## src/rtl/ebod_pkg.sv

```systemverilog
// Shared widths, register map, reset values and interface types of the burst onset detector.
package ebod_pkg;

    // Field widths.
    localparam int TIME_W  = 48;
    localparam int COUNT_W = 24;
    localparam int COORD_W = 11;
    localparam int BINW_W  = 24;

    // Stream payload widths, rounded up to whole bytes.
    localparam int S_DATA_W = ((2 * COORD_W + 1 + TIME_W + 7) / 8) * 8;
    localparam int M_DATA_W = ((TIME_W + COUNT_W + 7) / 8) * 8;

    // Configuration port.
    localparam int ADDR_W = 5;
    localparam int REG_W  = 32;
    localparam int IDX_W  = 3;

    // Register indexes (byte address is four times the index).
    localparam logic [IDX_W-1:0] REG_ROI_X_LOW  = 3'd0;
    localparam logic [IDX_W-1:0] REG_ROI_X_HIGH = 3'd1;
    localparam logic [IDX_W-1:0] REG_ROI_Y_LOW  = 3'd2;
    localparam logic [IDX_W-1:0] REG_ROI_Y_HIGH = 3'd3;
    localparam logic [IDX_W-1:0] REG_BIN_WIDTH  = 3'd4;
    localparam logic [IDX_W-1:0] REG_COUNT_TH   = 3'd5;
    localparam logic [IDX_W-1:0] REG_RISE_TH    = 3'd6;

    // Register reset values.
    localparam logic [COORD_W-1:0] ROI_X_LOW_RST  = COORD_W'(0);
    localparam logic [COORD_W-1:0] ROI_X_HIGH_RST = COORD_W'(319);
    localparam logic [COORD_W-1:0] ROI_Y_LOW_RST  = COORD_W'(0);
    localparam logic [COORD_W-1:0] ROI_Y_HIGH_RST = COORD_W'(319);
    localparam logic [BINW_W-1:0]  BIN_WIDTH_RST  = BINW_W'(5000);
    localparam logic [COUNT_W-1:0] COUNT_TH_RST   = COUNT_W'(50);
    localparam logic [COUNT_W-1:0] RISE_TH_RST    = COUNT_W'(15);

    // Input item kinds carried in s_tuser.
    localparam logic FUNC_EVENT = 1'b0;
    localparam logic FUNC_FLUSH = 1'b1;

    // Configuration register file contents.
    typedef struct packed {
        logic [COORD_W-1:0] x_low;
        logic [COORD_W-1:0] x_high;
        logic [COORD_W-1:0] y_low;
        logic [COORD_W-1:0] y_high;
        logic [BINW_W-1:0]  bin_width;
        logic [COUNT_W-1:0] count_th;
        logic [COUNT_W-1:0] rise_th;
    } ebod_cfg_t;

    // Commands from the controller to the datapath.
    typedef struct packed {
        logic take;
        logic div_start;
    } ebod_cmd_t;

    // Status from the datapath to the controller.
    typedef struct packed {
        logic out_free;
        logic need_div;
        logic div_done;
    } ebod_stat_t;

endpackage

```

## src/rtl/ebod_cfg.sv

```systemverilog
// Configuration register file behind the APB-style port.
module ebod_cfg (
    input  logic                          clk,
    input  logic                          rst_n,
    input  logic                          psel,
    input  logic                          penable,
    input  logic                          pwrite,
    input  logic [ebod_pkg::ADDR_W-1:0]   paddr,
    input  logic [ebod_pkg::REG_W-1:0]    pwdata,
    output logic [ebod_pkg::REG_W-1:0]    prdata,
    output logic                          pready,
    output ebod_pkg::ebod_cfg_t           cfg
);

    ebod_pkg::ebod_cfg_t               cfg_reg;
    ebod_pkg::ebod_cfg_t               cfg_next;
    logic                              wr_en;
    logic [ebod_pkg::IDX_W-1:0]        idx;

    assign pready = 1'b1;
    assign wr_en  = psel && penable && pwrite && pready;
    assign idx    = paddr[ebod_pkg::ADDR_W-1:2];
    assign cfg    = cfg_reg;

    // Write decode.
    always_comb
    begin
        cfg_next = cfg_reg;
        if (wr_en)
        begin
            unique case (idx)
                ebod_pkg::REG_ROI_X_LOW:  cfg_next.x_low     = pwdata[ebod_pkg::COORD_W-1:0];
                ebod_pkg::REG_ROI_X_HIGH: cfg_next.x_high    = pwdata[ebod_pkg::COORD_W-1:0];
                ebod_pkg::REG_ROI_Y_LOW:  cfg_next.y_low     = pwdata[ebod_pkg::COORD_W-1:0];
                ebod_pkg::REG_ROI_Y_HIGH: cfg_next.y_high    = pwdata[ebod_pkg::COORD_W-1:0];
                ebod_pkg::REG_BIN_WIDTH:  cfg_next.bin_width = pwdata[ebod_pkg::BINW_W-1:0];
                ebod_pkg::REG_COUNT_TH:   cfg_next.count_th  = pwdata[ebod_pkg::COUNT_W-1:0];
                ebod_pkg::REG_RISE_TH:    cfg_next.rise_th   = pwdata[ebod_pkg::COUNT_W-1:0];
                default:                  cfg_next = cfg_reg;
            endcase
        end
    end

    // Register file.
    always_ff @(posedge clk or negedge rst_n)
    begin
        if (!rst_n)
        begin
            cfg_reg.x_low     <= ebod_pkg::ROI_X_LOW_RST;
            cfg_reg.x_high    <= ebod_pkg::ROI_X_HIGH_RST;
            cfg_reg.y_low     <= ebod_pkg::ROI_Y_LOW_RST;
            cfg_reg.y_high    <= ebod_pkg::ROI_Y_HIGH_RST;
            cfg_reg.bin_width <= ebod_pkg::BIN_WIDTH_RST;
            cfg_reg.count_th  <= ebod_pkg::COUNT_TH_RST;
            cfg_reg.rise_th   <= ebod_pkg::RISE_TH_RST;
        end
        else
        begin
            cfg_reg <= cfg_next;
        end
    end

    // Read mux.
    always_comb
    begin
        unique case (idx)
            ebod_pkg::REG_ROI_X_LOW:  prdata = ebod_pkg::REG_W'(cfg_reg.x_low);
            ebod_pkg::REG_ROI_X_HIGH: prdata = ebod_pkg::REG_W'(cfg_reg.x_high);
            ebod_pkg::REG_ROI_Y_LOW:  prdata = ebod_pkg::REG_W'(cfg_reg.y_low);
            ebod_pkg::REG_ROI_Y_HIGH: prdata = ebod_pkg::REG_W'(cfg_reg.y_high);
            ebod_pkg::REG_BIN_WIDTH:  prdata = ebod_pkg::REG_W'(cfg_reg.bin_width);
            ebod_pkg::REG_COUNT_TH:   prdata = ebod_pkg::REG_W'(cfg_reg.count_th);
            ebod_pkg::REG_RISE_TH:    prdata = ebod_pkg::REG_W'(cfg_reg.rise_th);
            default:                  prdata = '0;
        endcase
    end

endmodule

```

## src/rtl/ebod_div.sv

```systemverilog
// Bit-serial restoring remainder unit: time difference modulo bin width.
module ebod_div (
    input  logic                          clk,
    input  logic                          rst_n,
    input  logic                          start,
    input  logic [ebod_pkg::TIME_W-1:0]   dividend,
    input  logic [ebod_pkg::BINW_W-1:0]   divisor,
    output logic                          done,
    output logic [ebod_pkg::BINW_W-1:0]   rem
);

    localparam int CNT_W = $clog2(ebod_pkg::TIME_W);
    localparam logic [CNT_W-1:0] CNT_LAST = CNT_W'(ebod_pkg::TIME_W - 1);

    logic                          busy_reg, busy_next;
    logic                          done_reg, done_next;
    logic [CNT_W-1:0]              cnt_reg, cnt_next;
    logic [ebod_pkg::TIME_W-1:0]   dvd_reg, dvd_next;
    logic [ebod_pkg::BINW_W-1:0]   div_reg, div_next;
    logic [ebod_pkg::BINW_W-1:0]   rem_reg, rem_next;
    logic [ebod_pkg::BINW_W:0]     trial;

    assign done = done_reg;
    assign rem  = rem_reg;

    // One quotient bit per cycle, most significant dividend bit first.
    always_comb
    begin
        busy_next = busy_reg;
        done_next = 1'b0;
        cnt_next  = cnt_reg;
        dvd_next  = dvd_reg;
        div_next  = div_reg;
        rem_next  = rem_reg;
        trial     = {rem_reg, dvd_reg[ebod_pkg::TIME_W-1]};
        if (start)
        begin
            busy_next = 1'b1;
            cnt_next  = '0;
            dvd_next  = dividend;
            div_next  = divisor;
            rem_next  = '0;
        end
        else if (busy_reg)
        begin
            dvd_next = {dvd_reg[ebod_pkg::TIME_W-2:0], 1'b0};
            if (trial >= {1'b0, div_reg})
            begin
                rem_next = ebod_pkg::BINW_W'(trial - {1'b0, div_reg});
            end
            else
            begin
                rem_next = trial[ebod_pkg::BINW_W-1:0];
            end
            cnt_next = cnt_reg + CNT_W'(1);
            if (cnt_reg == CNT_LAST)
            begin
                busy_next = 1'b0;
                done_next = 1'b1;
            end
        end
    end

    always_ff @(posedge clk or negedge rst_n)
    begin
        if (!rst_n)
        begin
            busy_reg <= 1'b0;
            done_reg <= 1'b0;
            cnt_reg  <= '0;
        end
        else
        begin
            busy_reg <= busy_next;
            done_reg <= done_next;
            cnt_reg  <= cnt_next;
        end
    end

    always_ff @(posedge clk)
    begin
        dvd_reg <= dvd_next;
        div_reg <= div_next;
        rem_reg <= rem_next;
    end

    // The partial remainder always stays below the divisor.
    a_rem_below_div: assert property (@(posedge clk) disable iff (!rst_n)
        busy_reg |-> rem_reg < div_reg)
        else $error("remainder reached the divisor");

    // A finished remainder is never reported while a step is still pending.
    a_done_not_busy: assert property (@(posedge clk) disable iff (!rst_n)
        done_reg |-> !busy_reg)
        else $error("done raised while busy");

endmodule

```

## src/rtl/ebod_datapath.sv

```systemverilog
// Datapath: region filter, bin state, burst test, remainder unit and result register.
module ebod_datapath (
    input  logic                          clk,
    input  logic                          rst_n,
    input  ebod_pkg::ebod_cfg_t           cfg,
    input  ebod_pkg::ebod_cmd_t           cmd,
    output ebod_pkg::ebod_stat_t          stat,
    input  logic                          func,
    input  logic [ebod_pkg::COORD_W-1:0]  pixel_x,
    input  logic [ebod_pkg::COORD_W-1:0]  pixel_y,
    input  logic                          polarity,
    input  logic [ebod_pkg::TIME_W-1:0]   event_time,
    output logic                          m_tvalid,
    input  logic                          m_tready,
    // onset_time [47:0], onset_count [71:48]
    output logic [ebod_pkg::M_DATA_W-1:0] m_tdata
);

    localparam logic [ebod_pkg::COUNT_W-1:0] COUNT_MAX = '1;

    logic                          started_reg, started_next;
    logic [ebod_pkg::TIME_W-1:0]   begin_reg, begin_next;
    logic [ebod_pkg::COUNT_W-1:0]  tally_reg, tally_next;
    logic [ebod_pkg::COUNT_W-1:0]  last_reg, last_next;
    logic                          active_reg, active_next;
    logic [ebod_pkg::TIME_W-1:0]   hold_reg, hold_next;
    logic                          ovalid_reg, ovalid_next;
    logic [ebod_pkg::TIME_W-1:0]   otime_reg, otime_next;
    logic [ebod_pkg::COUNT_W-1:0]  ocount_reg, ocount_next;

    logic [ebod_pkg::BINW_W-1:0]   bw_eff;
    logic [ebod_pkg::COUNT_W-1:0]  cth_eff;
    logic [ebod_pkg::COUNT_W-1:0]  rth_eff;
    logic                          kept;
    logic [ebod_pkg::TIME_W:0]     diff;
    logic                          late;
    logic                          past_one;
    logic                          past_two;
    logic                          burst;
    logic                          close;
    logic                          skip_many;
    logic [ebod_pkg::COUNT_W-1:0]  base;
    logic                          div_done;
    logic [ebod_pkg::BINW_W-1:0]   div_rem;

    // Zero registers act as one.
    assign bw_eff  = (cfg.bin_width == '0) ? ebod_pkg::BINW_W'(1) : cfg.bin_width;
    assign cth_eff = (cfg.count_th == '0) ? ebod_pkg::COUNT_W'(1) : cfg.count_th;
    assign rth_eff = (cfg.rise_th == '0) ? ebod_pkg::COUNT_W'(1) : cfg.rise_th;

    // Region and polarity filter.
    assign kept = (func == ebod_pkg::FUNC_EVENT) && polarity &&
                  (pixel_x >= cfg.x_low) && (pixel_x <= cfg.x_high) &&
                  (pixel_y >= cfg.y_low) && (pixel_y <= cfg.y_high);

    // Distance from the open bin's start; borrow means time went backward.
    assign diff     = {1'b0, event_time} - {1'b0, begin_reg};
    assign late     = !diff[ebod_pkg::TIME_W];
    assign past_one = late &&
        (diff[ebod_pkg::TIME_W-1:0] >= ebod_pkg::TIME_W'(bw_eff));
    assign past_two = late &&
        (diff[ebod_pkg::TIME_W-1:0] >= ebod_pkg::TIME_W'({bw_eff, 1'b0}));

    // Burst test on the open bin.
    assign burst = (tally_reg >= cth_eff) ||
                   ((tally_reg > last_reg) && ((tally_reg - last_reg) >= rth_eff));

    assign close = cmd.take &&
        (((func == ebod_pkg::FUNC_FLUSH) && (tally_reg != '0)) ||
         (kept && started_reg && past_one));
    assign skip_many = (func == ebod_pkg::FUNC_EVENT) && past_two;

    assign stat.out_free = !ovalid_reg || m_tready;
    assign stat.need_div = kept && started_reg && past_two;
    assign stat.div_done = div_done;

    // Remainder of the gap; the new bin starts that far before the event.
    ebod_div u_div (
        .clk      (clk),
        .rst_n    (rst_n),
        .start    (cmd.div_start),
        .dividend (diff[ebod_pkg::TIME_W-1:0]),
        .divisor  (bw_eff),
        .done     (div_done),
        .rem      (div_rem)
    );

    // Bin state update.
    always_comb
    begin
        started_next = started_reg;
        begin_next   = begin_reg;
        tally_next   = tally_reg;
        last_next    = last_reg;
        active_next  = active_reg;
        hold_next    = hold_reg;
        ovalid_next  = ovalid_reg;
        otime_next   = otime_reg;
        ocount_next  = ocount_reg;
        base         = close ? '0 : tally_reg;

        // Result register drains on its transaction.
        if (ovalid_reg && m_tready)
        begin
            ovalid_next = 1'b0;
        end

        if (close)
        begin
            if (burst && !active_reg)
            begin
                ovalid_next = 1'b1;
                otime_next  = begin_reg;
                ocount_next = tally_reg;
            end
            active_next = skip_many ? 1'b0 : burst;
            last_next   = skip_many ? '0 : tally_reg;
            tally_next  = '0;
            if (!skip_many)
            begin
                begin_next = begin_reg + ebod_pkg::TIME_W'(bw_eff);
            end
        end

        if (cmd.take)
        begin
            hold_next = event_time;
            if (kept)
            begin
                if (!started_reg)
                begin
                    started_next = 1'b1;
                    begin_next   = event_time;
                end
                tally_next = (base == COUNT_MAX) ? base : base + ebod_pkg::COUNT_W'(1);
            end
        end

        if (div_done)
        begin
            begin_next = hold_reg - ebod_pkg::TIME_W'(div_rem);
        end
    end

    always_ff @(posedge clk or negedge rst_n)
    begin
        if (!rst_n)
        begin
            started_reg <= 1'b0;
            begin_reg   <= '0;
            tally_reg   <= '0;
            last_reg    <= '0;
            active_reg  <= 1'b0;
            ovalid_reg  <= 1'b0;
        end
        else
        begin
            started_reg <= started_next;
            begin_reg   <= begin_next;
            tally_reg   <= tally_next;
            last_reg    <= last_next;
            active_reg  <= active_next;
            ovalid_reg  <= ovalid_next;
        end
    end

    always_ff @(posedge clk)
    begin
        hold_reg   <= hold_next;
        otime_reg  <= otime_next;
        ocount_reg <= ocount_next;
    end

    assign m_tvalid = ovalid_reg;
    assign m_tdata  = ebod_pkg::M_DATA_W'({ocount_reg, otime_reg});

    // An item is only taken when the result register can hold its result.
    a_take_needs_room: assert property (@(posedge clk) disable iff (!rst_n)
        cmd.take |-> stat.out_free)
        else $error("item taken while result register full");

    // No event is counted before the first bin has started.
    a_tally_after_start: assert property (@(posedge clk) disable iff (!rst_n)
        !started_reg |-> tally_reg == '0)
        else $error("bin count without a started bin");

endmodule

```

## src/rtl/ebod_ctrl.sv

```systemverilog
// Controller: input handshake and wait for the remainder unit after a multi-bin gap.
module ebod_ctrl (
    input  logic                    clk,
    input  logic                    rst_n,
    input  logic                    s_tvalid,
    output logic                    s_tready,
    input  ebod_pkg::ebod_stat_t    stat,
    output ebod_pkg::ebod_cmd_t     cmd
);

    localparam logic S_IDLE = 1'b0;
    localparam logic S_DIV  = 1'b1;

    logic state_reg, state_next;

    // Items enter only in the idle state, with room for a result.
    assign s_tready      = (state_reg == S_IDLE) && stat.out_free;
    assign cmd.take      = s_tvalid && s_tready;
    assign cmd.div_start = cmd.take && stat.need_div;

    always_comb
    begin
        state_next = state_reg;
        unique case (state_reg)
            S_IDLE:
            begin
                if (cmd.div_start)
                begin
                    state_next = S_DIV;
                end
            end
            S_DIV:
            begin
                if (stat.div_done)
                begin
                    state_next = S_IDLE;
                end
            end
            default: state_next = S_IDLE;
        endcase
    end

    always_ff @(posedge clk or negedge rst_n)
    begin
        if (!rst_n)
        begin
            state_reg <= S_IDLE;
        end
        else
        begin
            state_reg <= state_next;
        end
    end

    // A kept event with a multi-bin gap always hands over to the remainder unit.
    a_div_entered: assert property (@(posedge clk) disable iff (!rst_n)
        cmd.div_start |=> state_reg == S_DIV)
        else $error("remainder wait not entered");

    // The remainder unit finishes only while the controller waits for it.
    a_done_in_wait: assert property (@(posedge clk) disable iff (!rst_n)
        stat.div_done |-> state_reg == S_DIV)
        else $error("remainder finished outside wait state");

endmodule

```

## src/rtl/event_burst_onset_detector_core.sv

```systemverilog
// Top level of the event burst onset detector.
//
//  channel  | direction | handshake                   | contents
//  s_*      | in        | s_tvalid / s_tready         | camera event or flush
//  m_*      | out       | m_tvalid / m_tready         | burst onset time and count
//  APB      | in        | psel & penable & pwrite     | seven configuration registers
//
// An event that stays in the open bin, closes it into the next bin, or a flush
// is handled as it is taken. A kept event that skips two or more bins holds off
// new items while the bit-serial remainder unit finds the new bin start.
// Reset clears the bin state and loads the register defaults; no clearing pass.
// A result waiting on m_tready blocks new items only while it is not taken.
module event_burst_onset_detector_core (
    input  logic                          clk,
    input  logic                          rst_n,
    input  logic                          s_tvalid,
    output logic                          s_tready,
    // pixel_x [10:0], pixel_y [21:11], polarity [22], event_time [70:23]
    input  logic [ebod_pkg::S_DATA_W-1:0] s_tdata,
    // func [0]
    input  logic                          s_tuser,
    output logic                          m_tvalid,
    input  logic                          m_tready,
    // onset_time [47:0], onset_count [71:48]
    output logic [ebod_pkg::M_DATA_W-1:0] m_tdata,
    input  logic                          psel,
    input  logic                          penable,
    input  logic                          pwrite,
    input  logic [ebod_pkg::ADDR_W-1:0]   paddr,
    input  logic [ebod_pkg::REG_W-1:0]    pwdata,
    output logic [ebod_pkg::REG_W-1:0]    prdata,
    output logic                          pready
);

    localparam int X_LSB = 0;
    localparam int Y_LSB = X_LSB + ebod_pkg::COORD_W;
    localparam int P_LSB = Y_LSB + ebod_pkg::COORD_W;
    localparam int T_LSB = P_LSB + 1;

    ebod_pkg::ebod_cfg_t  cfg;
    ebod_pkg::ebod_cmd_t  cmd;
    ebod_pkg::ebod_stat_t stat;

    ebod_cfg u_cfg (
        .clk     (clk),
        .rst_n   (rst_n),
        .psel    (psel),
        .penable (penable),
        .pwrite  (pwrite),
        .paddr   (paddr),
        .pwdata  (pwdata),
        .prdata  (prdata),
        .pready  (pready),
        .cfg     (cfg)
    );

    ebod_ctrl u_ctrl (
        .clk      (clk),
        .rst_n    (rst_n),
        .s_tvalid (s_tvalid),
        .s_tready (s_tready),
        .stat     (stat),
        .cmd      (cmd)
    );

    ebod_datapath u_dp (
        .clk        (clk),
        .rst_n      (rst_n),
        .cfg        (cfg),
        .cmd        (cmd),
        .stat       (stat),
        .func       (s_tuser),
        .pixel_x    (s_tdata[Y_LSB-1:X_LSB]),
        .pixel_y    (s_tdata[P_LSB-1:Y_LSB]),
        .polarity   (s_tdata[P_LSB]),
        .event_time (s_tdata[T_LSB+ebod_pkg::TIME_W-1:T_LSB]),
        .m_tvalid   (m_tvalid),
        .m_tready   (m_tready),
        .m_tdata    (m_tdata)
    );

endmodule
```

## config.mk

```make
export PLATFORM = sky130hd
export DESIGN_NAME = event_burst_onset_detector_core
export DESIGN_NICKNAME = d
export VERILOG_FILES = /design/src/rtl/ebod_pkg.sv /design/src/rtl/ebod_cfg.sv /design/src/rtl/ebod_div.sv /design/src/rtl/ebod_datapath.sv /design/src/rtl/ebod_ctrl.sv /design/src/rtl/event_burst_onset_detector_core.sv
export SDC_FILE = /design/constraint.sdc
export NUM_CORES = 1
export LEC_CHECK = 0
export ABC_AREA = 1
export BUFFER_PORTS_ARGS = -buffer_cell sky130_fd_sc_hd__buf_2
export CAP_MARGIN = 10
export CELL_PAD_IN_SITES_DETAIL_PLACEMENT = 1
export CELL_PAD_IN_SITES_GLOBAL_PLACEMENT = 1
export CORE_MARGIN = 8
export CORE_UTILIZATION = 46
export DETAILED_ROUTE_END_ITERATION = 10
export GPL_ROUTABILITY_DRIVEN = 0
export GPL_TIMING_DRIVEN = 0
export HOLD_SLACK_MARGIN = 0.12
export PLACE_DENSITY = 0.93
export SYNTH_ARGS = -nofsm -noshare
export SYNTH_HDL_FRONTEND = slang
export SYNTH_SLANG_ARGS = --single-unit
export TNS_END_PERCENT = 1
```

## constraint.sdc

```tcl
create_clock -name clk -period 14.95 [get_ports clk]
set_input_delay 4.485 -clock clk [delete_from_list [all_inputs] [get_ports clk]]
set_output_delay 4.485 -clock clk [all_outputs]
set_load 0.01 [all_outputs]
```

==> results of run 1 <==
## tightest hold or removal path, delay by kind of cell, from the launching register on
family	cells	cell delay, ps
AO/OA/AOI/OAI	1	60
flip-flops	1	350
AND/OR/NAND/NOR	1	50
## layer usage
layer	up-vias	global-route usage
met2	1962	0.561
met4	2	0.217
li1	14400	-
met1	15900	0.389
met3	638	0.0613
met5	-	0
## report_power, final
group | total [mW] | leakage, nW | internal (mW) | switching [mW]
combinational | 3.82 | 11.7 | 1.25 | 2.57
clock | 1.31 | 0.835 | 0.745 | 0.562
sequential | 1.87 | 4.82 | 1.59 | 0.274
total | 6.99 | 17.3 | 3.59 | 3.41
## how the worst max path moves through the flow
stage | startpoint | to | slack (ps) | cells past startpoint
2_1_floorplan | s_tdata[23] | u_dp.ocount_reg[0] | 3880 | 32
3_3_place_gp | s_tdata[23] | u_dp.otime_reg[0] | 720 | 33
3_5_place_dp | paddr[4] | prdata[5] | 3100 | 9
4_1_cts | paddr[4] | prdata[23] | 3080 | 7
5_1_grt | paddr[4] | prdata[5] | 2930 | 9
6_report | paddr[4] | prdata[23] | 2840 | 7
## cell usage in the layout (no fill, tap or decap), types with 17 or more instances in the layout
| cell | n |
|---|---|
| buf_2 | 212 |
| nand4_1 | 78 |
| nor2_1 | 317 |
| clkbuf_16 | 52 |
| o22ai_1 | 57 |
| o211ai_1 | 38 |
| o221ai_1 | 21 |
| o21a_1 | 17 |
| dfrtp_1 | 198 |
| a21oi_1 | 242 |
| inv_2 | 17 |
| o21ai_0 | 307 |
| a211oi_1 | 24 |
| clkbuf_1 | 105 |
| nor3_1 | 44 |
| dfxtp_1 | 24 |
| a31oi_1 | 17 |
| inv_1 | 663 |
| nand3_1 | 120 |
| nor4_1 | 29 |
| nand2_1 | 1078 |
| ha_1 | 286 |
| xor2_1 | 80 |
| edfxtp_1 | 192 |
| nor2_2 | 26 |
| o21ai_1 | 23 |
| xnor2_1 | 48 |
| dfstp_2 | 26 |
## cell type report
cell class / count / area, µm²
tap: 882 / 1100
sequential: 440 / 11900
inverter: 684 / 2570
clock inverter: 22 / 260
timing repair buffer: 211 / 1190
multi-input combinational: 2968 / 16700
buffer: 117 / 513
antenna: 2 / 5.00
clock buffer: 72 / 1440
fill: 8604 / 32700
## cell families (layout without fill, tap and decap cells)
family | after synthesis | after routing
buffers and inverters | 801 | 1106
flip-flops | 440 | 440
adder cells (fa/ha/maj) | 291 | 291
AND/OR/NAND/NOR | 1744 | 1744
other | 2 | 11
AO/OA/AOI/OAI | 796 | 796
XOR/XNOR | 128 | 128
## stage by stage
step	std cells	setup slack, ps
CTS	5396	3080
global placement	5294	720
finish	5398	2840
floorplan	4209	3880
detailed placement	5302	3100
global route	5397	2930
==> results.sh, run 1 <==
export IMPL_critPathCaptureType="output pin"
export IMPL_min_from="u_cfg.cfg[91]"
export IMPL_power_mw=6.99
export IMPL_hold_class="flip-flop to flip-flop"
export IMPL_ios=224
export IMPL_yosysTopAreaCell="edfxtp_1"
export IMPL_syn_avg_cell_area_um2=7.52
export IMPL_fp_dieW_um=278
export IMPL_synth_top_family_by_area="simple AND/OR/NAND/NOR gates"
export IMPL_nets=4880
export IMPL_die_area_um2=77300
export IMPL_cts_max_level=2
export IMPL_path_max_fanout=10
export IMPL_hold_slack_ps=496
export IMPL_ys_async_sr_fraction=0.509
export IMPL_critPathLaunchType="input port"
export IMPL_worstRegToRegCells=43
export IMPL_grt_start_max_net_pins=91
export IMPL_post_cts_buffers=0
export IMPL_min_path_cells=2
export IMPL_clock_path_buffers=3
export IMPL_ant_nets=0
export IMPL_ys_ff_latch=440
export IMPL_post_route_util=0.521
export IMPL_cap_violations=0
export IMPL_criticalPathCategory="input port to output pin"
export IMPL_cp_required_ps=10470
export IMPL_initial_core_util=0.462
export IMPL_slowest_stage="nor3_1"
export IMPL_synthAdderAreaFrac=0.116
export IMPL_drv_slew=0
export IMPL_first_pass_iters=5
export IMPL_timing_setup_tns_ps=0
export IMPL_vias_per_cell=6.09
export IMPL_rows=96
export IMPL_outcome="completed"
export IMPL_avgRoutedWirePerCell_um=24.7
export IMPL_synth_area_um2=31600
export IMPL_worstSkewPairLatency_ps=640
export IMPL_synth_top_cell_area_share=0.182
export IMPL_synth_simple_gate_area_share=0.231
export IMPL_wl_met2_um=62300
export IMPL_yosysMostFrequentCell="nand2_1"
export IMPL_cts_hold_fix_buffers=0
export IMPL_power_density_nw_per_um2=196
export IMPL_relSlewSlack=0.0854
export IMPL_cts_tree="built"
export IMPL_critPathMostFrequentCell="buf_2"
export IMPL_drt_total_wl_um=133000
export IMPL_synth_xor_area_share=0.0355
export IMPL_clock_skew_ps=37.1
export IMPL_cts_root_buffer="clkbuf_16"
export IMPL_grt_usage=0.333
export IMPL_grt_pass1_wl_um=202000
export IMPL_antenna_found_initial=4
export IMPL_hold_end="u_cfg.cfg[91]"
export IMPL_worstPathArrival_ps=7630
export IMPL_tightest_slew_ps=1360
export IMPL_final_hold_viol_count=0
export IMPL_synth_commonest_cells="nand2_1, inv_1, nor2_1, o21ai_0, ha_1"
export IMPL_cp_num_buf_inv=5
export IMPL_r2r_start="u_dp.begin_reg[5]"
export IMPL_r2r_end="u_dp.tally_reg[15]"
export IMPL_core_area_um2=68300
export IMPL_ys_seq_area_frac=0.376
export IMPL_dp_hpwl_um=101000
export IMPL_die_h_um=278
export IMPL_synth_area_top_cells="edfxtp_1, dfrtp_1, nand2_1"
export IMPL_num_vias=32900
export IMPL_r2r_setup_slack_ps=7940
export IMPL_placed_area_um2=33900
export IMPL_cts_repair_resized=0
export IMPL_synth_edf_count=192
export IMPL_path_clk_slew_ps=60
export IMPL_wl_met1_um=48900
export IMPL_wl_met3_um=11900
export IMPL_period_share=0.810
export IMPL_grt_overflow=0
export IMPL_synth_cells=4202
export IMPL_port_buffers=203
export IMPL_synthMuxAreaShare=0
export IMPL_slowest_delay_ps=1070
export IMPL_cp_top_family="buffers and inverters"
export IMPL_rsz0062_at_grt="false"
export IMPL_drc=0
export IMPL_largest_reg_flops=116
export IMPL_numCtsBuffers=50
export IMPL_top_layer="met5"
export IMPL_synth_compound_area_frac=0.143
export IMPL_drive_gt1_frac=0.0937
export IMPL_leakagePower_nw=17.3
export IMPL_finalInstanceArea_um2=35600
export IMPL_critical_path_cell_chain="buf_2 -> inv_1 -> nor3_1 -> clkinv_1 -> clkbuf_1 -> o221ai_1 -> buf_2"
export IMPL_peakVddDrop_v=0.000106
export IMPL_final_setup_viol_count=0
export IMPL_max_freq_mhz=82.5
export IMPL_drt_iter0_markers=3321
export IMPL_clock_sinks=440
export IMPL_ys_flop_type="dfrtp_1"
export IMPL_min_period_ps=12110
export IMPL_ys_warnings_count=0
export IMPL_grt_pass1_vias=35200
export IMPL_synth_cell_type_count=60
export IMPL_layout_area_overhead_vs_synth_pct=12.7
Note: power is estimated with default switching activity, not from simulation.
==> inputs of run 2 (changes only) <==
Clock period 14.95 ns to 12.5 ns, I/O delays scaled along.
==> results.sh, run 2 (same netlist as run 1, synthesis figures left out) <==
export IMPL_drv_slew=0
export IMPL_critPathLaunchType="input port"
export IMPL_outcome="completed"
export IMPL_multi_input_area_um2=16700
export IMPL_grt_start_max_net_pins=91
export IMPL_clock_skew_ps=37.2
export IMPL_cts_repair_resized=0
export IMPL_switching_share=0.487
export IMPL_grt_overflow=0
export IMPL_cp_required_ps=8750
export IMPL_num_vias=32700
export IMPL_clock_sinks=440
export IMPL_post_route_util=0.521
export IMPL_die_h_um=278
export IMPL_core_area_um2=68300
export IMPL_ant_nets=0
export IMPL_antenna_found_initial=4
export IMPL_grt_pass1_wl_um=202000
export IMPL_nets=4880
export IMPL_first_pass_iters=8
export IMPL_finalInstanceArea_um2=35600
export IMPL_max_freq_mhz=93.9
export IMPL_hold_class="flip-flop to flip-flop"
export IMPL_relSlewSlack=0.101
export IMPL_power_density_nw_per_um2=235
export IMPL_worstPathArrival_ps=6900
export IMPL_pre_cts_ws_ps=2120
export IMPL_critPathCaptureType="output pin"
export IMPL_num_fill_cells=8604
export IMPL_most_common_layout_cells="nand2_1, inv_1, nor2_1, o21ai_0, ha_1"
export IMPL_path_max_fanout=10
export IMPL_die_area_um2=77300
export IMPL_ios=224
export IMPL_power_frac_seq=0.267
export IMPL_rows=96
export IMPL_criticalPathCategory="input port to output pin"
export IMPL_min_period_ps=10650
export IMPL_timing_setup_tns_ps=0
export IMPL_p_int_mw=4.29
export IMPL_post_cts_buffers=0
export IMPL_power_frac_clock=0.187
export IMPL_vias_per_cell=6.06
export IMPL_path_clk_slew_ps=60
export IMPL_tightest_slew_ps=1340
export IMPL_dp_hpwl_um=101000
export IMPL_largest_reg_flops=116
export IMPL_final_setup_viol_count=0
export IMPL_grt_usage=0.333
export IMPL_cts_hold_fix_buffers=0
export IMPL_p_switching_mw=4.07
export IMPL_final_hold_viol_count=0
export IMPL_regArea_um2=11900
export IMPL_port_buffers=203
export IMPL_initial_core_util=0.462
export IMPL_cts_root_buffer="clkbuf_16"
export IMPL_final_common_cell="nand2_1"
export IMPL_clock_path_buffers=3
export IMPL_numCtsBuffers=50
export IMPL_worstSkewPairLatency_ps=640
export IMPL_layout_area_overhead_vs_synth_pct=12.7
export IMPL_cap_violations=0
export IMPL_drive_gt1_frac=0.0937
export IMPL_peakVddDrop_v=0.000127
export IMPL_leakagePower_nw=17.3
export IMPL_pwr_share_comb=0.546
export IMPL_cts_tree="built"
export IMPL_avgRoutedWirePerCell_um=24.7
export IMPL_drt_iter0_markers=3245
export IMPL_rsz0062_at_grt="false"
export IMPL_period_share=0.852
export IMPL_cts_max_level=2
export IMPL_worst_slack_ps=1850
export IMPL_placed_area_um2=33900
export IMPL_drc=0
export IMPL_hold_slack_ps=494
export IMPL_grt_pass1_vias=35100
export IMPL_drt_total_wl_um=133000
export IMPL_fp_dieW_um=278
## run 2: cell counts in the layout (fill, tap and decap cells not counted)
No cell type changed its count.
## run 2: power by group through the flow
| stage | clock [mW] | combinational (mW) | sequential [mW] |
|---|---|---|---|
| final | 1.56 | 4.57 | 2.23 |
| after global routing | 1.61 | 4.99 | 2.25 |
| after CTS | 1.56 | 4.44 | 2.21 |
| after detailed placement | 0 | 4.29 | 2.22 |
| after global placement | 0 | 4.00 | 2.21 |
| after floorplan | 0 | 3.02 | 2.09 |
## run 2: final timing paths
kind                                   start                  to  slack (ps)  cells past startpoint
max reg2reg                u_dp.begin_reg[5]  u_dp.tally_reg[15]        5510                     43
max in group asynchronous              rst_n  u_dp.begin_reg[25]        8190                      3
min reg2reg                    u_cfg.cfg[91]       u_cfg.cfg[91]         490                      2
min                            u_cfg.cfg[91]       u_cfg.cfg[91]         490                      2
max                                 paddr[4]          prdata[15]        1850                      7
min in group asynchronous              rst_n    u_dp.last_reg[6]        3040                      1
## run 2: final cells by class
class | count | area share
tap | 882 | 0.0310
clock buffer | 72 | 0.0403
sequential | 440 | 0.334
multi-input combinational | 2968 | 0.468
timing repair buffer | 211 | 0.0333
inverter | 684 | 0.0721
antenna | 2 | 0.000140
buffer | 117 | 0.0144
clock inverter | 22 | 0.00731
## run 2: critical path, stage by stage
cell and delay [ps]:
buf_2 130, inv_1 80, nor3_1 1050, clkinv_1 630, clkbuf_1 450, o221ai_1 560, buf_2 240
## run 2: routing by layer
metal	wire, µm	vias to the layer above	track usage
li1	-	14400	-
met1	48500	15800	0.389
met2	62300	1973	0.560
met3	12400	602	0.0617
met4	9970	2	0.217
met5	13	-	0
## run 2: per-stage QoR
step	power, mW	instances
CTS	8.21	5396
global route	8.85	5397
global placement	6.20	5294
floorplan	5.11	4209
detailed placement	6.51	5302
finish	8.36	5398
